--- src/cia_pkg.sv ---
package cia_pkg;
   localparam int unsigned DataWidth = 63;
   localparam int unsigned StepCount = 63;

   typedef enum logic [2:0] {
      OP_ADD = 3'd0,
      OP_SUB = 3'd1,
      OP_MUL = 3'd2,
      OP_DIV = 3'd3,
      OP_MOD = 3'd4
   } op_type;

   typedef enum logic [1:0] {
      ST_OK   = 2'd0,
      ST_OVF  = 2'd1,
      ST_DIV0 = 2'd2
   } status_type;

   // Per-item record that moves down the cell row.
   typedef struct packed {
      logic                  valid;
      logic [2:0]            opcode;
      logic                  neg_res;
      logic                  neg_a;
      logic                  done;
      logic [1:0]            status;
      logic [DataWidth-1:0]  early;
      logic [DataWidth-1:0]  ma;
      logic [DataWidth-1:0]  mb;
      logic [DataWidth:0]    acc;
      logic [DataWidth-1:0]  quo;
      logic                  ovf;
   } slot_type;
endpackage

--- src/cia_front.sv ---
// Entry stage: add/sub done here, magnitudes and signs prepared for the row.
module cia_front (
   input  logic [2:0]                    opcode,
   input  logic [cia_pkg::DataWidth-1:0] operand_a,
   input  logic [cia_pkg::DataWidth-1:0] operand_b,
   input  logic                          valid,
   output cia_pkg::slot_type             slot
);
   import cia_pkg::*;

   logic [DataWidth:0] a_x;
   logic [DataWidth:0] b_x;
   logic [DataWidth:0] sum_x;
   logic               neg_a;
   logic               neg_b;

   assign neg_a = operand_a[DataWidth-1];
   assign neg_b = operand_b[DataWidth-1];
   assign a_x   = {neg_a, operand_a};
   assign b_x   = {neg_b, operand_b};

   always_comb begin
      sum_x = '0;
      slot         = '0;
      slot.valid   = valid;
      slot.opcode  = opcode;
      slot.neg_a   = neg_a;
      slot.neg_res = neg_a ^ neg_b;
      // magnitudes: 2^62 fits in 63 unsigned bits
      slot.ma      = neg_a ? (~operand_a + 1'b1) : operand_a;
      slot.mb      = neg_b ? (~operand_b + 1'b1) : operand_b;
      slot.status  = ST_OK;
      unique case (opcode)
         OP_ADD, OP_SUB: begin
            sum_x = (opcode == OP_ADD) ? (a_x + b_x) : (a_x - b_x);
            slot.done = 1'b1;
            if (sum_x[DataWidth] != sum_x[DataWidth-1]) begin
               slot.status = ST_OVF;
            end else begin
               slot.early = sum_x[DataWidth-1:0];
            end
         end
         OP_MUL: begin
         end
         OP_DIV, OP_MOD: begin
            if (operand_b == '0) begin
               slot.done   = 1'b1;
               slot.status = ST_DIV0;
            end
         end
         default: begin
            slot.done = 1'b1;
         end
      endcase
   end
endmodule

--- config.mk ---
export PLATFORM = sky130hd
export DESIGN_NAME = cia_front
export DESIGN_NICKNAME = d
export VERILOG_FILES = /design/src/cia_pkg.sv /design/src/cia_front.sv
export SDC_FILE = /design/constraint.sdc
export NUM_CORES = 1
export LEC_CHECK = 0
export BUFFER_PORTS_ARGS = -buffer_cell sky130_fd_sc_hd__buf_2
export CELL_PAD_IN_SITES_DETAIL_PLACEMENT = 0
export CELL_PAD_IN_SITES_GLOBAL_PLACEMENT = 2
export CORE_MARGIN = 1
export CORE_UTILIZATION = 24
export DETAILED_ROUTE_END_ITERATION = 8
export GPL_ROUTABILITY_DRIVEN = 0
export GPL_TIMING_DRIVEN = 0
export PLACE_DENSITY_LB_ADDON = 0.12
export SLEW_MARGIN = 20
export SYNTH_ARGS = -nofsm -noshare
export SYNTH_HDL_FRONTEND = slang
export SYNTH_SLANG_ARGS = --single-unit
--- constraint.sdc ---
create_clock -name vclk -period 9.8
set_input_delay 0.98 -clock vclk [all_inputs]
set_output_delay 0.98 -clock vclk [all_outputs]
set_load 0.05 [all_outputs]
# Word-level counts from Yosys, hierarchy flattened
# Index checks and enable logic that the tools add are counted.
[totals] register_bits=0 latchBits=0 ramBits=0 mem_bits_ro=0 wordCells=25 n_memories=0
[op_classes] add_sub_neg=4 multipliers=0 div_mod_pow=0 n_lt_le_gt_ge=0 n_eq_ne=5 shift=0 mux=9 bitwise=3 n_reduce_logical=4
[op_table] operator="two-way mux 63 bit" n=4
[op_table] operator="adder 63 x 1 -> 63 bit, second input constant" n=2
[op_table] operator="NOT 63 bit" n=2
[op_table] operator="adder 63 x 63 -> 64 bit" n=1
[op_table] operator="two-way mux 64 bit" n=1
[op_table] operator="subtractor 63 x 63 -> 64 bit" n=1
[op_table] operator="logical NOT 63 bit" n=1
[op_table] operator="equality test 3 x 2 -> 1 bit, second input constant" n=2
[op_table] operator="one-hot mux 2 bit (2 select lines)" n=1
[op_table] operator="OR reduction 2 bit" n=2
[op_table] operator="equality test 3 x 1 -> 1 bit, second input constant" n=1
[op_table] operator="equality test 3 bit, second input constant" n=1
[op_table] operator="logical NOT 3 bit" n=1
[op_table] operator="two-way mux 3 bit" n=1
[op_table] operator="one-hot mux 1 bit (2 select lines)" n=1
[op_table] operator="two-way mux 1 bit" n=1
[op_table] operator="inequality test 1 bit" n=1
[op_table] operator="XOR 1 bit" n=1

# Logic depth before layout (Yosys ltp)
[logic_depth] depth_word=5 depth_mapped=27 depth_no_buf=24

# Worst setup path after synthesis
# Ideal clock, no wire load.
[synth_path] kind="input-to-output" from="input operand_b[14] in the netlist's numbering" to="output slot[259] in the netlist's numbering" t_arrival_ns=7.459 slack_ns=1.361 cell_stages=22 path_buffers=3 path_cell_list="clkbuf_1 -> or4_4 -> or4_4 -> nor3_1 -> nand3_1 -> or3_1 -> o31ai_1 -> xnor2_1 -> ha_1 -> and2_1 -> and2_1 -> nand2_1 -> or4_1 -> o211ai_1 -> nand4_1 -> nor4bb_1 -> a211o_1 -> ha_1 -> or3_1 -> clkbuf_1 -> clkbuf_1 -> nor3b_1"
[synth_rtl] item="from (decl)" line="cia_front.sv:5" rtl="input logic [cia_pkg::DataWidth-1:0] operand_b,"
[synth_rtl] item="to (decl)" line="cia_front.sv:7" rtl="output cia_pkg::slot_type slot"

==> results.cfg <==
[final_layout]
drive_gt1_share_pct = 26.78
seq_cell_count = 0
final_core_util_pct = 32.02
final.clkbuf_count = 0
final_nets = 1980
areaGrowthSynthToFinish_pct = 30.88
diodes = 0
final_area_um2 = 11420
area.sequential_um2 = 0

[timing]
tightest_slew_ps = 1267
tns_ps = 0
timing.final.crit_share_pct = 93.89
drv_slew = 0
setup_viol = 0
rsz0062_at_grt = false
fin_crit_ps = 9201
worst_slack_ps = 599.2
slew_headroom_pct = 15.53
finalHoldViolations = 0
max_clock_freq_mhz = 108.7

[die]
dieWidth_um = 192.7
ios = 456
core_um2 = 35660
rows = 69
die-area_um2 = 37120
dieHeight_um = 192.7
start_util_pct = 24.47

[global_routing]
grt-ovfl-total = 0
grt_pass1_vias = 10410
antenna_found_initial = 0
grt_pass1_wl_um = 63450
grt.total_usage_pct = 22.61
grt_start_max_net_pins = 11

[min_path]
hp-class = input port to primary output

[synthesis]
synth_commonest_cells = xnor2_1, nand2_1, buf_4, nor2_1, o21ai_0
synth-simple-area-share_pct = 25.57
yosys-top-cells-area = xnor2_1, buf_4, ha_1
synthAdderAreaFrac_pct = 10.70
ys_types = 59
yosysWarningCount = 0
synth_top_area_cell = xnor2_1
yosys.area.top_type_share_pct = 20.58
avgSynthCellArea_um2 = 6.560
synth_xor_area_share_pct = 23.29
synth.area.mux_share_pct = 0.5736
yosysSeqAreaShare_pct = 0
synth_compound_area_share_pct = 24.67
synth_top_family_by_area = simple AND/OR/NAND/NOR gates
syn-instance-count = 1330
syn_area_um2 = 8725
yosysMostFrequentCell = xnor2_1

[clock_tree]
ctsHoldBuffers = 0

[critical_path]
critPathKind = input port to primary output
cp-start-kind = input port
cp.arrival_ps = 8220
worstPathMaxFanout = 10
crit_path_end_kind = primary output
worstPathRequired_ps = 8820

[drt]
viasPerCell = 4.809
first_iter_violations = 685
dr.pass1.iters = 8
drc = 40
routed_wl_um = 43900
vias = 10750
wire_per_inst_um = 19.64
final_antenna_net_count = 0

[placed_design]
dp_hpwl_um = 38150
pre_cts_slack_ps = -925.3
placed_area_um2 = 11360
io_buffers = 311

[power]
peakVddDrop_mv = 0.04525
total_power_uw = 1190
p_per_area_nw_per_um2 = 104.2
cellLeakagePower_uw = 0.005427

[job]
maxCapViolCount = 0

[run_status]
status = finished with violations
violations = DRC
-- stage by stage --
stage | instances | hold WS (ps)
2_1_floorplan | 1457 | 2127
3_3_place_gp | 2229 | 2263
3_5_place_dp | 2230 | 2263
4_1_cts | 2233 | 2263
5_1_grt | 2235 | 2264
6_report | 2235 | 2263
-- power by group --
group	internal [uW]	switching, uW
Sequential	0	0
Clock	0	0
Combinational	331	859
-- final timing paths --
| check | cells after the start | end | slack [ps] | from |
|---|---|---|---|---|
| worst max-delay path | 26 | slot[307] | 600 | operand_b[14] |
| worst min-delay path | 2 | slot[325] | 2260 | valid |
-- worst max-delay path, cell delays in order --
cell,delay [ps]
clkbuf_1,210
or4_4,500
or4_4,560
nor3_2,290
nand3_1,160
or3_1,430
nor3_1,240
nor2_1,80
xor2_1,370
ha_1,350
a21oi_1,220
o21ai_0,170
a2111oi_1,520
o31ai_1,140
a21oi_1,340
o211ai_1,140
o21ai_0,110
mux2i_1,90
a211o_1,300
ha_1,340
or3_1,310
clkbuf_1,200
clkbuf_2,330
buf_2,310
nor2_1,200
buf_2,300
-- area by class of cell --
cell class	count	area, um^2
buffer	196	1247
fill	4132	24240
inverter	21	78.83
multi-input combinational	1240	7914
tap	461	576.8
timing repair buffer	317	1602
-- layer usage --
metal,global-route usage (%),part of all wire [%],up-vias,routed length [um]
met1,29.28,44,4972,19120
met5,0,0,-,0
met2,39.58,48,388,21050
li1,-,-,5344,-
met4,4.936,2.4,0,1050
met3,2.746,6.1,45,2677
-- cells in the final DEF, fill, tap and decap left out, types with 16 or more instances in the layout --
master / n
conb_1: 128
xnor2_1: 205
nand4_1: 19
o21bai_1: 16
xor2_1: 27
o21ai_0: 84
ha_1: 73
or3_1: 26
buf_2: 314
a21o_1: 30
buf_4: 141
nand3_1: 32
a21oi_1: 81
inv_1: 21
clkbuf_1: 52
nor3_1: 31
o31ai_1: 55
nor2_1: 105
nand2_1: 159
-- cells by family after synthesis --
kind of cell	count (synthesis)
compound gates	336
xor+xnor	232
fa+ha+maj	74
buf+inv	217
mux	5
other cells	1
simple gates	465
-- timing repair --
| item | CTS | global route |
|---|---|---|
| endpoints found under the hold margin | 0 | 0 |
| setup endpoints to repair | 53 | 26 |
| buffers inserted | 3 | 2 |
| resized for setup | 3 | 2 |
| pin swaps | 1 | 1 |
(Power assumes the default switching activity.)
