### src/cia_pkg.sv
package cia_pkg;
   localparam int unsigned DataWidth = 63;
   localparam int unsigned StepCount = 63;

   typedef enum logic [2:0] {
      OP_ADD = 3'd0,
      OP_SUB = 3'd1,
      OP_MUL = 3'd2,
      OP_DIV = 3'd3,
      OP_MOD = 3'd4
   } op_type;

   typedef enum logic [1:0] {
      ST_OK   = 2'd0,
      ST_OVF  = 2'd1,
      ST_DIV0 = 2'd2
   } status_type;

   // Per-item record that moves down the cell row.
   typedef struct packed {
      logic                  valid;
      logic [2:0]            opcode;
      logic                  neg_res;
      logic                  neg_a;
      logic                  done;
      logic [1:0]            status;
      logic [DataWidth-1:0]  early;
      logic [DataWidth-1:0]  ma;
      logic [DataWidth-1:0]  mb;
      logic [DataWidth:0]    acc;
      logic [DataWidth-1:0]  quo;
      logic                  ovf;
   } slot_type;
endpackage

### src/cia_cell.sv
// One step of the row: a shift-add multiply step for multiply requests, else one
// restoring divide step, for the operand bit picked by the cell position.
module cia_cell #(
   parameter int unsigned Index = 0
) (
   input  logic              clock,
   input  logic              reset,
   input  logic              advance,
   input  cia_pkg::slot_type slot_in,
   output cia_pkg::slot_type slot_out
);
   import cia_pkg::*;

   localparam int unsigned Bit = DataWidth - 1 - Index;

   slot_type slot_in_c;
   slot_type slot_ff;
   logic [DataWidth:0]   sum_w;
   logic [DataWidth:0]   rem_sh;
   logic [DataWidth+1:0] rem_diff;

   assign slot_out = slot_ff;

   // Multiply: MSB-first, acc = 2*acc + (bit ? ma : 0), overflow sticky.
   // Divide: acc holds remainder, quotient bits fill quo.
   always_comb begin
      slot_in_c = slot_in;
      sum_w    = '0;
      rem_sh   = '0;
      rem_diff = '0;
      if (slot_in.opcode == OP_MUL) begin
         if (slot_in.acc[DataWidth] || slot_in.acc[DataWidth-1]) begin
            slot_in_c.ovf = 1'b1;
         end
         sum_w = {slot_in.acc[DataWidth-1:0], 1'b0}
               + (slot_in.mb[Bit] ? {1'b0, slot_in.ma} : '0);
         slot_in_c.acc = sum_w;
         if (sum_w[DataWidth]) begin
            slot_in_c.ovf = 1'b1;
         end
      end else begin
         rem_sh   = {slot_in.acc[DataWidth-1:0], slot_in.ma[Bit]};
         rem_diff = {1'b0, rem_sh} - {2'b00, slot_in.mb};
         if (!rem_diff[DataWidth+1]) begin
            slot_in_c.acc      = rem_diff[DataWidth:0];
            slot_in_c.quo[Bit] = 1'b1;
         end else begin
            slot_in_c.acc      = rem_sh;
            slot_in_c.quo[Bit] = 1'b0;
         end
      end
   end

   always_ff @(posedge clock) begin
      if (reset) begin
         slot_ff.valid <= 1'b0;
      end else if (advance) begin
         slot_ff.valid <= slot_in.valid;
      end
      if (advance) begin
         slot_ff.opcode  <= slot_in_c.opcode;
         slot_ff.neg_res <= slot_in_c.neg_res;
         slot_ff.neg_a   <= slot_in_c.neg_a;
         slot_ff.done    <= slot_in_c.done;
         slot_ff.status  <= slot_in_c.status;
         slot_ff.early   <= slot_in_c.early;
         slot_ff.ma      <= slot_in_c.ma;
         slot_ff.mb      <= slot_in_c.mb;
         slot_ff.acc     <= slot_in_c.acc;
         slot_ff.quo     <= slot_in_c.quo;
         slot_ff.ovf     <= slot_in_c.ovf;
      end
   end
endmodule

### config.mk
export PLATFORM = sky130hd
export DESIGN_NAME = cia_cell
export DESIGN_NICKNAME = d
export VERILOG_FILES = /design/src/cia_pkg.sv /design/src/cia_cell.sv
export SDC_FILE = /design/constraint.sdc
export NUM_CORES = 1
export LEC_CHECK = 0
export BUFFER_PORTS_ARGS = -buffer_cell sky130_fd_sc_hd__buf_2
export CAP_MARGIN = 25
export CORE_AREA = 2 2 255 257
export DETAILED_ROUTE_END_ITERATION = 12
export DIE_AREA = 0 0 257 259
export SYNTH_ARGS = -nofsm -noshare
export SYNTH_HDL_FRONTEND = slang
export SYNTH_SLANG_ARGS = --single-unit
### constraint.sdc
create_clock -name clock -period 4.8 [get_ports clock]
set_clock_uncertainty 0.2 [all_clocks]
set_input_delay 0.48 -clock clock [delete_from_list [all_inputs] [get_ports clock]]
set_output_delay 0.48 -clock clock [all_outputs]
set_load 0.01 [all_outputs]
; ---- Word-level counts from Yosys, hierarchy flattened
; Index checks and enable logic that the tools add are counted.
[totals]
reg_bits = 326
in_bits = 329
out_inout_bits = 326
wordCells = 23
[classes]
n_addsub = 2
eq_ne = 1
n_mux = 7
reduce_logical = 1
[ops]
columns = operator, count
row1 = 65-bit 2-to-1 mux, 1
row2 = 64-bit by 63-bit subtractor with 65-bit output, 1
row3 = 64-bit by 63-bit adder with 64-bit output, 1
row4 = 64-bit 2-to-1 mux, 1
row5 = 63-bit 2-to-1 mux, 1
row6 = 1-bit 2-to-1 mux, 4
row7 = 3-bit by 2-bit == test with 1-bit output (second input constant), 1
row8 = 1-bit logical OR, 1

; ---- Depth between registers and ports, before layout
; Gate-level depths: netlist of the first run.
[depth]
depth_word = 4
depth_mapped = 16
ltp_nobuf = 15

; ---- Least setup slack after synthesis of the first run
; OpenSTA, ideal clock, no wires.
[synth_timing]
kind = input port to flip-flop
startpoint = input port slot_in[190] (netlist bit)
endpoint = register slot_ff (netlist bit slot_out[122]) (data pin)
setup_time_ns = 0.260
arrival_time_ns = 3.297
required_ns = 4.340
setup_slack_ns = 1.043
stages = 14
n_path_buf = 1
cell_sequence = clkbuf_1 -> and2_1 -> ha_1 -> a21o_1 -> o21bai_1 -> a221oi_1 -> a211oi_2 -> o211ai_2 -> a31oi_2 -> a31o_4 -> a2111oi_4 -> o21ai_2 -> xor2_1 -> mux2_2
[synth_lines]
columns = item, line_no
row1 = from (decl), cia_cell.sv:9  ; input cia_pkg::slot_type slot_in,
row2 = to (decl), cia_cell.sv:17  ; slot_type slot_ff;

==> results of run 1 <==
[cells by family after synthesis]
logic type               share of synthesized area [%]
flip-flops                                        51.5
XOR/XNOR                                          5.40
adder cells (fa/ha/maj)                           8.45
multiplexers                                     0.587
AO/OA/AOI/OAI                                     18.2
AND/OR/NAND/NOR                                   12.1
buffers and inverters                             3.67
[worst paths after layout]
check	startpoint	endpoint	slack (ns)	cells after the start
max	slot_in[192]	slot_out[125]	0.15	17
min	slot_in[63]	slot_out[63]	0.06	3
min reg2reg	slot_out[325]	slot_out[325]	0.87	3
max reg2reg	slot_out[325]	slot_out[325]	3.44	3
[final cells by class]
| class | instances | area, sq um | share of cell area [%] |
|---|---|---|---|
| Clock inverter | 22 | 214 | 0.788 |
| Tap cell | 855 | 1070 | 3.94 |
| Sequential cell | 326 | 9780 | 36.0 |
| Inverter | 98 | 368 | 1.35 |
| Timing Repair Buffer | 946 | 6190 | 22.8 |
| Multi-Input combinational cell | 1277 | 8520 | 31.4 |
| Antenna cell | 1 | 2.50 | 0.00922 |
| Clock buffer | 47 | 1010 | 3.70 |
[cell usage in the layout, fill, tap and decap left out, types with 17 or more instances in the layout]
cell / instances
nor3_1: 17
a21oi_1: 202
o21ai_0: 70
xor2_1: 63
nand3_1: 31
xnor2_1: 54
nand2_1: 127
dlygate4sd3_1: 261
buf_4: 25
o21ai_1: 19
a31oi_1: 18
o21bai_1: 23
buf_2: 653
nor2_1: 138
clkbuf_16: 39
ha_1: 125
and2_1: 74
edfxtp_1: 325
nand4_1: 31
a21o_1: 62
inv_1: 98
a211oi_1: 54
[power by group through the flow]
stage               clock network, mW  logic (mW)  registers (mW)
finish                           2.88        2.30            3.53
global route                     3.05        2.49            3.56
CTS                              2.96        2.30            3.53
detailed placement                  0        2.11            3.59
global placement                    0        2.10            3.59
floorplan                           0        1.02            3.74
[stage by stage]
| step | util, % | std cells | instance area, sq um | setup TNS [ns] | setup slack [ns] |
|---|---|---|---|---|---|
| after floorplan | - | 1778 | 19000 | 0 | 1.04 |
| after global placement | 36.5 | 3240 | 23300 | 0 | 0.0281 |
| after detailed placement | 36.5 | 3241 | 23300 | -0.0493 | -0.0493 |
| after CTS | 42.5 | 3571 | 27100 | 0 | 0.134 |
| after global routing | 42.5 | 3571 | 27200 | 0 | 0.0546 |
| final | 42.5 | 3572 | 27200 | 0 | 0.152 |
[metal layers]
metal	up-vias	routed length, microns	GRT usage, %
li1	8400	-	-
met1	8561	31700	26.8
met2	654	38900	40.1
met3	139	4340	4.24
met4	10	3250	8.54
met5	-	59	0
[Yosys cell counts, types with 9 or more instances]
cell | number | area, sq um
nand3_1 | 31 | 155
and2_1 | 74 | 463
nand2b_1 | 15 | 93.8
nor4_1 | 9 | 56.3
o21ai_0 | 70 | 350
o211ai_1 | 11 | 82.6
edfxtp_1 | 325 | 9760
buf_2 | 14 | 70.1
nor3_1 | 17 | 85.1
xnor2_1 | 54 | 473
a31oi_1 | 18 | 113
xor2_1 | 63 | 552
clkbuf_1 | 57 | 214
a211oi_1 | 54 | 405
nand2_1 | 127 | 477
inv_1 | 98 | 368
o21bai_1 | 23 | 173
ha_1 | 125 | 1560
and3_1 | 11 | 68.8
o21ai_1 | 19 | 95.1
nand4_1 | 31 | 194
a21o_1 | 62 | 465
mux2i_1 | 10 | 100
nor2_1 | 138 | 518
a21oi_1 | 203 | 1020
o21a_1 | 12 | 90.1
[timing repair]
action,4_1_cts,5_1_grt
endpoints found under the setup margin,0,1
resized for setup,0,1
hold buffers,261,0
hold endpoints to repair,260,0
buffers inserted,0,0
[critical path: stages]
cell and delay (ns):
dlygate4sd3_1 0.54, buf_2 0.15, and2_1 0.16, ha_1 0.19, inv_1 0.07, fa_1 0.19
nand2b_1 0.14, a21oi_1 0.12, o21ai_0 0.45, a31oi_1 0.28, o211ai_1 0.35, nand3_1 0.36
a21o_1 0.34, a211o_1 0.32, a31oi_1 0.30, xor2_1 0.18, o211ai_1 0.10
==> reports/results.ini, run 1 <==
[power_and_ir_drop]
p_comb_share_pct=26.4
finalPower_mw=8.72
ir_drop_uv=242
switching_share_pct=30.3
powerDensity_mw_per_mm2=321
p_seq_share_pct=40.6
p_int_mw=6.07
cellLeakagePower_nw=11.9
power_frac_clock_pct=33.1
p_switching_mw=2.64

[detailed_routing]
vias=17800
dr.pass1.iters=5
drt_iter0_markers=1371
postRouteAntennaNets=0
drt-total-wl_microns=78200
viasPerCell=4.97
drc=0
avgRoutedWirePerCell_microns=21.9

[synth]
synthCells=1778
synth_top_flop_cell=edfxtp_1
ys_types=74
synthArstFlopShare_pct=0
synth.avg_cell_area_sq_um=10.7
synth_edf_count=325
ys_warn_count=0
synth-seq-area-share_pct=51.5
syn_nets=2234
synth_area_sq_mm=0.0190
ys_ff_latch=326

[setup_path]
worst_setup_path_start_kind=input port
crit_path_max_fanout=4
cp-end-kind=flop
worst_ep_arrival_time_ns=4.71
cp_data_required_time_ns=4.87
critical_path_class=in -> reg

[sta]
fin_crit_ns=4.65
clock.fmax_ghz=0.215
fin_crit_sh_pct=96.8
relSlewSlack_pct=26.9
drv_slew=0
hold_viol=0
rsz0062_at_grt=false
worstMarginPinSlew_ns=1.10
setup_viol=0
fin_worst_hold_slack_ns=0.0596

[die]
die_h_microns=259
dieWidth_microns=257
start_util_pct=29.7
die_area_sq_mm=0.0666
rows=93
io_pins=655
core_area_sq_mm=0.0639

[finish]
n_fill_cell=6180
nets=3143
largest_reg_flops=326
area_growth_pct=43.1
drive_above_1_share_pct=28.3

[global_routing]
grtUsageTotal_pct=22.5
antenna_found_initial=8
grt_pass1_vias=17900
grt_max_degree=129
grt-ovfl-total=0
grt_pass1_wl_microns=114000

[cts]
cts_buffer_depth=3
clk_pin_slew_worst_paths_ns=0.06
clock_latency_ns=0.55
cts.htree.levels=2
clock_sinks=326
cts_buffers=38
cts-root-buf=clkbuf_16
cts_tree=built

[placement]
hpwlAfterDp_microns=61400
io_buffers=654
routabilityCongestion=0.944

[hold_path]
hold_path.class=in -> reg

[flow_run]
cap_violations=0

[status]
outcome=complete, no violations

Power figures use the tool's default switching activity.
==> run 2, diff against run 1 <==
--- a/config.mk
+++ b/config.mk
@@ -7,9 +7,12 @@
 export LEC_CHECK = 0
 export BUFFER_PORTS_ARGS = -buffer_cell sky130_fd_sc_hd__buf_2
 export CAP_MARGIN = 25
-export CORE_AREA = 2 2 255 257
+export CELL_PAD_IN_SITES_DETAIL_PLACEMENT = 1
+export CELL_PAD_IN_SITES_GLOBAL_PLACEMENT = 1
+export CORE_AREA = 2 2 252 254
 export DETAILED_ROUTE_END_ITERATION = 12
-export DIE_AREA = 0 0 257 259
+export DIE_AREA = 0 0 254 256
+export PLACE_DENSITY_LB_ADDON = 0.1
 export SYNTH_ARGS = -nofsm -noshare
 export SYNTH_HDL_FRONTEND = slang
 export SYNTH_SLANG_ARGS = --single-unit
==> run 2 against run 1 <==
  * Clock power grew 3%
  * Sequential cell count is the same
  * Count of clock-buffer cells in the layout grew 5
  * Setup slack gained 0.061 ns
  * Via count grew 0.11%
  * Wire length grew 6.4%
  * Die area shrank 2.3%
  * Design area grew 0.46%
  * Non-clock buffer count grew 12
  * Sequential share of layout area shrank 0.16 points
  * Maximum frequency grew 1.3%
  * Critical path type unchanged
==> reports/results.ini, run 2 (synthesis gave the netlist of run 1 again) <==
[setup_path]
worst_ep_arrival_time_ns=4.66
crit_path_max_fanout=17
crit_path_frequent_cell=a21oi_1
critical_path_class=in -> reg
r2r_slack_ns=3.47
crit_slowest_cell=dlygate4sd3_1
cp-end-kind=flop
cp_data_required_time_ns=4.87
worst_setup_path_start_kind=input port
path_cells=dlygate4sd3_1 > buf_2 > inv_1 > ha_1 > fa_1 > nand2b_1 > a211oi_2 > o21ai_1 > a211oi_4 > o31ai_1 > a21oi_1 > a21o_1 > a21oi_4 > buf_12 > buf_4 > a211oi_1 > a21oi_1
crit_path_max_incr_delay_ns=0.52

[finish]
drive_above_1_share_pct=28.7
mostFrequentLayoutCells=buf_2 (653), edfxtp_1 (325), dlygate4sd3_1 (260)
largest_reg_flops=326
n_fill_cell=7151
nets=3157
layout.cells.non_filler=3583
mostFrequentLayoutCell=buf_2
area_growth_pct=43.8

[sta]
fin_crit_ns=4.59
fin_tns_setup_ns=0
clock.fmax_ghz=0.218
hold_viol=0
setup_viol=0
worstMarginPinSlew_ns=1.03
relSlewSlack_pct=31.0
rsz0062_at_grt=false
drv_slew=0
fin_crit_sh_pct=95.6

[flow_run]
cap_violations=0

[die]
core_area_sq_mm=0.0624
dieWidth_microns=254
rows=92
start_util_pct=30.4
die_area_sq_mm=0.0650
io_pins=655
die_h_microns=256

[power_and_ir_drop]
cellLeakagePower_nw=12.0
ir_drop_uv=231
finalPower_mw=8.86
powerDensity_mw_per_mm2=325

[global_routing]
grt_max_degree=88
antenna_found_initial=11
grt_pass1_wl_microns=123000
grtUsageTotal_pct=24.9
grt_pass1_vias=19100
grt-ovfl-total=0

[detailed_routing]
drt_iter0_markers=841
dr.pass1.iters=4
vias=17800
postRouteAntennaNets=0
drc=0
avgRoutedWirePerCell_microns=23.2
drt-total-wl_microns=83200
viasPerCell=4.96

[placement]
routabilityCongestion=0.966
hpwlAfterDp_microns=63900
dp_cells=3244
io_buffers=654

[cts]
clock_latency_ns=0.56
cts.htree.levels=2
cts_buffer_depth=3
clock_sinks=326
cts-root-buf=clkbuf_16
clk_pin_slew_worst_paths_ns=0.06
cts_tree=built
cts_buffers=40

[status]
outcome=complete, no violations

[hold_path]
hold_path.class=in -> reg

[run 2: cell count changes in the layout (fill, tap and decap cells not counted), moves of 2 or more]
cell / before / now
buf_4: 25 / 39
diode_2: 1 / 6
clkinv_1: 8 / 6
clkbuf_1: 8 / 11
[run 2: where the power goes]
part	switching, mW	internal [mW]
clock network	1.26	1.72
registers	0.0829	3.46
logic	1.37	0.963
total	2.71	6.15
[run 2: stage by stage]
step | util, % | hold slack [ns] | setup WS [ns] | area (sq um)
2_1_floorplan | - | 0.328 | 1.04 | 19000
3_3_place_gp | 37.5 | 0.266 | -0.146 | 23400
3_5_place_dp | 37.5 | 0.285 | -0.186 | 23400
4_1_cts | 43.6 | 0.0150 | 0.0238 | 27200
5_1_grt | 43.7 | 0.0362 | 0.0282 | 27300
6_report | 43.7 | 0.0539 | 0.213 | 27300
[run 2: cell type report]
class	instances	area (sq um)	share of cell area (%)
inverters	98	368	1.35
flip-flops and latches	326	9780	35.9
clock inverters	20	195	0.716
repair buffers	958	6280	23.0
multi-input cells	1277	8530	31.3
clock buffers	52	1060	3.87
diodes	6	15.0	0.0550
well taps	846	1060	3.88
[run 2: timing repair]
| item | 4_1_cts | 5_1_grt |
|---|---|---|
| hold buffers | 260 | 0 |
| endpoints found under the hold margin | 259 | 0 |
| endpoints found under the setup margin | 0 | 23 |
| buffers inserted | 0 | 1 |
| resized for setup | 0 | 3 |
[run 2: worst paths after layout]
path / end / depth (start not counted) / from
setup reg to reg: slot_out[325] / 3 / slot_out[325]
hold / removal: slot_out[63] / 3 / slot_in[63]
hold reg to reg: slot_out[325] / 3 / slot_out[325]
setup / recovery: slot_out[110] / 17 / slot_in[253]
[run 2: metal layers]
layer	track usage, %	part of all wire [%]	wire length [microns]
met3	4.91	5.7	4770
met1	30.4	41	34500
met5	0	0.072	60
met4	7.48	2.8	2290
met2	43.7	50	41600
[run 2: worst max-delay path: cells and delay by family]
kind / cells / cell delay [ns]
AOI/OAI and AO/OA: 9 / 2.19
adders and majority gates: 2 / 0.62
buffers and inverters: 5 / 1.15
and+or+nand+nor: 1 / 0.20
==> run 3, diff against run 2 <==
--- a/config.mk
+++ b/config.mk
@@ -13,6 +13,7 @@
 export DETAILED_ROUTE_END_ITERATION = 12
 export DIE_AREA = 0 0 254 256
 export PLACE_DENSITY_LB_ADDON = 0.1
+export REMOVE_ABC_BUFFERS = 1
 export SYNTH_ARGS = -nofsm -noshare
 export SYNTH_HDL_FRONTEND = slang
 export SYNTH_SLANG_ARGS = --single-unit
==> constraint.sdc (replaced) <==
create_clock -name clock -period 4.3 [get_ports clock]
set_clock_uncertainty 0.2 [all_clocks]
set_input_delay 0.43 -clock clock [delete_from_list [all_inputs] [get_ports clock]]
set_output_delay 0.43 -clock clock [all_outputs]
set_load 0.01 [all_outputs]
==> run 3 against run 2 <==
  * Sequential cell count unchanged
  * Die area unchanged
  * Critical path depth unchanged
  * Critical path type unchanged
  * Largest cell class unchanged
  * Highest routed layer unchanged
==> reports/results.ini, run 3 (synthesis gave the netlist of run 1 again) <==
[status]
outcome=complete, no violations

[sta]
worstMarginPinSlew_ns=1.07
hold_viol=0
relSlewSlack_pct=28.9
fin_ws_ns=0.132
setup_viol=0
clock.fmax_ghz=0.240
drv_slew=0
fin_crit_ns=4.17
rsz0062_at_grt=false
fin_crit_sh_pct=96.9

[setup_path]
r2r_slack_ns=2.92
r2r_cells=3
cp-end-kind=flop
reg2reg_to=slot_out[325]
cp_data_required_time_ns=4.39
path_buf_inv=6
crit_slowest_cell=dlygate4sd3_1
worst_setup_path_start_kind=input port
crit_path_max_fanout=19
critical-path-top-delay-family=compound AO/OA/AOI/OAI gates
path_cells=dlygate4sd3_1 > buf_2 > fa_1 > nand2b_1 > a211oi_2 > o21ai_4 > a211oi_4 > o31ai_2 > a21oi_1 > buf_4 > a21o_1 > a21oi_4 > buf_12 > buf_12 > buf_4 > mux2i_1 > o21ai_1
r2r_start=slot_out[325]
crit_path_max_incr_delay_ns=0.58
worst_ep_arrival_time_ns=4.26
critical_path_class=in -> reg

[placement]
io_buffers=654
routabilityCongestion=0.903
dp_cells=3373
hpwlAfterDp_microns=69900
dp_slack_ns=-0.377

[finish]
n_fill_cell=7052
drive_above_1_share_pct=32.4
mostFrequentLayoutCells=buf_2 (653), edfxtp_1 (325), dlygate4sd3_1 (261)
largest_reg_flops=326
mostFrequentLayoutCell=buf_2
final_util_pct=45.5
area_growth_pct=49.6
nets=3289
layout.cells.non_filler=3714

[detailed_routing]
drc=0
dr.pass1.iters=5
drt-total-wl_microns=89700
drt_iter0_markers=973
viasPerCell=4.96
vias=18400
postRouteAntennaNets=0
avgRoutedWirePerCell_microns=24.1

[die]
die_area_sq_mm=0.0650
start_util_pct=30.4
dieWidth_microns=254
io_pins=655
core_area_sq_mm=0.0624
die_h_microns=256
rows=92

[global_routing]
antenna_found_initial=14
grt_pass1_wl_microns=130000
grt_pass1_vias=19600
grt-ovfl-total=0
grtUsageTotal_pct=26.8
grt_max_degree=107

[power_and_ir_drop]
p_seq_share_pct=39.3
power_frac_clock_pct=32.6
ir_drop_uv=229
powerDensity_mw_per_mm2=354
cellLeakagePower_nw=12.6
p_switching_mw=3.15
p_comb_share_pct=28.1
p_int_mw=6.91
switching_share_pct=31.3

[cts]
cts_buffer_depth=3
cts_tree=built
clock_latency_ns=0.56
cts-root-buf=clkbuf_16
clk_pin_slew_worst_paths_ns=0.06
clock_sinks=326
cts_buffers=40
cts.htree.levels=2

[hold_path]
whs_path_depth=3
hold-path-endpoint=slot_out[125]
hp-start=slot_in[124]
hold_path.class=in -> reg

[flow_run]
cap_violations=0

[run 3: cell count changes in the layout (fill, tap and decap cells not counted), sizes merged]
cell,previous run,this run
clkinv,13,16
clkbuf,52,48
dlygate4sd3,260,261
diode,6,5
bufinv,3,2
buf,698,829
clkinvlp,2,4
[run 3: area by class of cell]
type,instances,area [sq um],share of cell area [%]
tap,846,1060,3.73
clock inverter,24,190,0.670
antenna,5,12.5,0.0441
clock buffer,48,1030,3.63
multi-input combinational,1277,8600,30.3
timing repair buffer,1090,7350,25.9
inverter,98,368,1.30
sequential,326,9780,34.4
[run 3: worst max-delay path by stage]
stage                            start       endpoint  cells past startpoint
after floorplan           slot_in[143]  slot_out[121]                     12
after global placement    slot_in[190]  slot_out[123]                     17
after detailed placement  slot_in[190]  slot_out[123]                     17
after CTS                 slot_in[135]  slot_out[107]                     18
after global routing      slot_in[135]  slot_out[108]                     19
final                     slot_in[129]  slot_out[107]                     17
[run 3: tightest hold or removal path: stages]
cell      delay, ns
buf_2          0.13
nand3_1        0.08
o211ai_1       0.08
[run 3: power by group through the flow]
stage / combinational (mW) / clock (mW) / sequential (mW)
2_1_floorplan: 1.14 / 0 / 4.18
3_3_place_gp: 2.59 / 0 / 4.00
3_5_place_dp: 2.60 / 0 / 4.01
4_1_cts: 2.82 / 3.35 / 3.95
5_1_grt: 3.07 / 3.46 / 3.98
6_report: 2.83 / 3.27 / 3.95
[run 3: layer usage]
layer	track usage, %	part of all wire (%)	vias up
met2	47.4	50	553
li1	-	-	8694
met1	32.8	42	9033
met4	7.89	2.8	10
met3	4.98	5.5	122
met5	0	0.064	-
[run 3: timing repair]
item                                    4_1_cts  5_1_grt
setup buffers                                 0        3
gates resized for setup                       0       24
hold buffers                                261        0
endpoints found under the setup margin        0       59
hold endpoints to repair                    260        0
[run 3: metrics by stage]
step / TNS [ns] / cell area (sq um) / total power, mW / hold slack [ns]
global route: 0 / 28400 / 10.5 / 0.0603
detailed placement: -2.67 / 24400 / 6.61 / 0.289
global placement: -1.43 / 24400 / 6.59 / 0.274
CTS: 0 / 28300 / 10.1 / 0.0205
finish: 0 / 28400 / 10.1 / 0.0664
floorplan: -219.27 / 18600 / 5.31 / 0.302
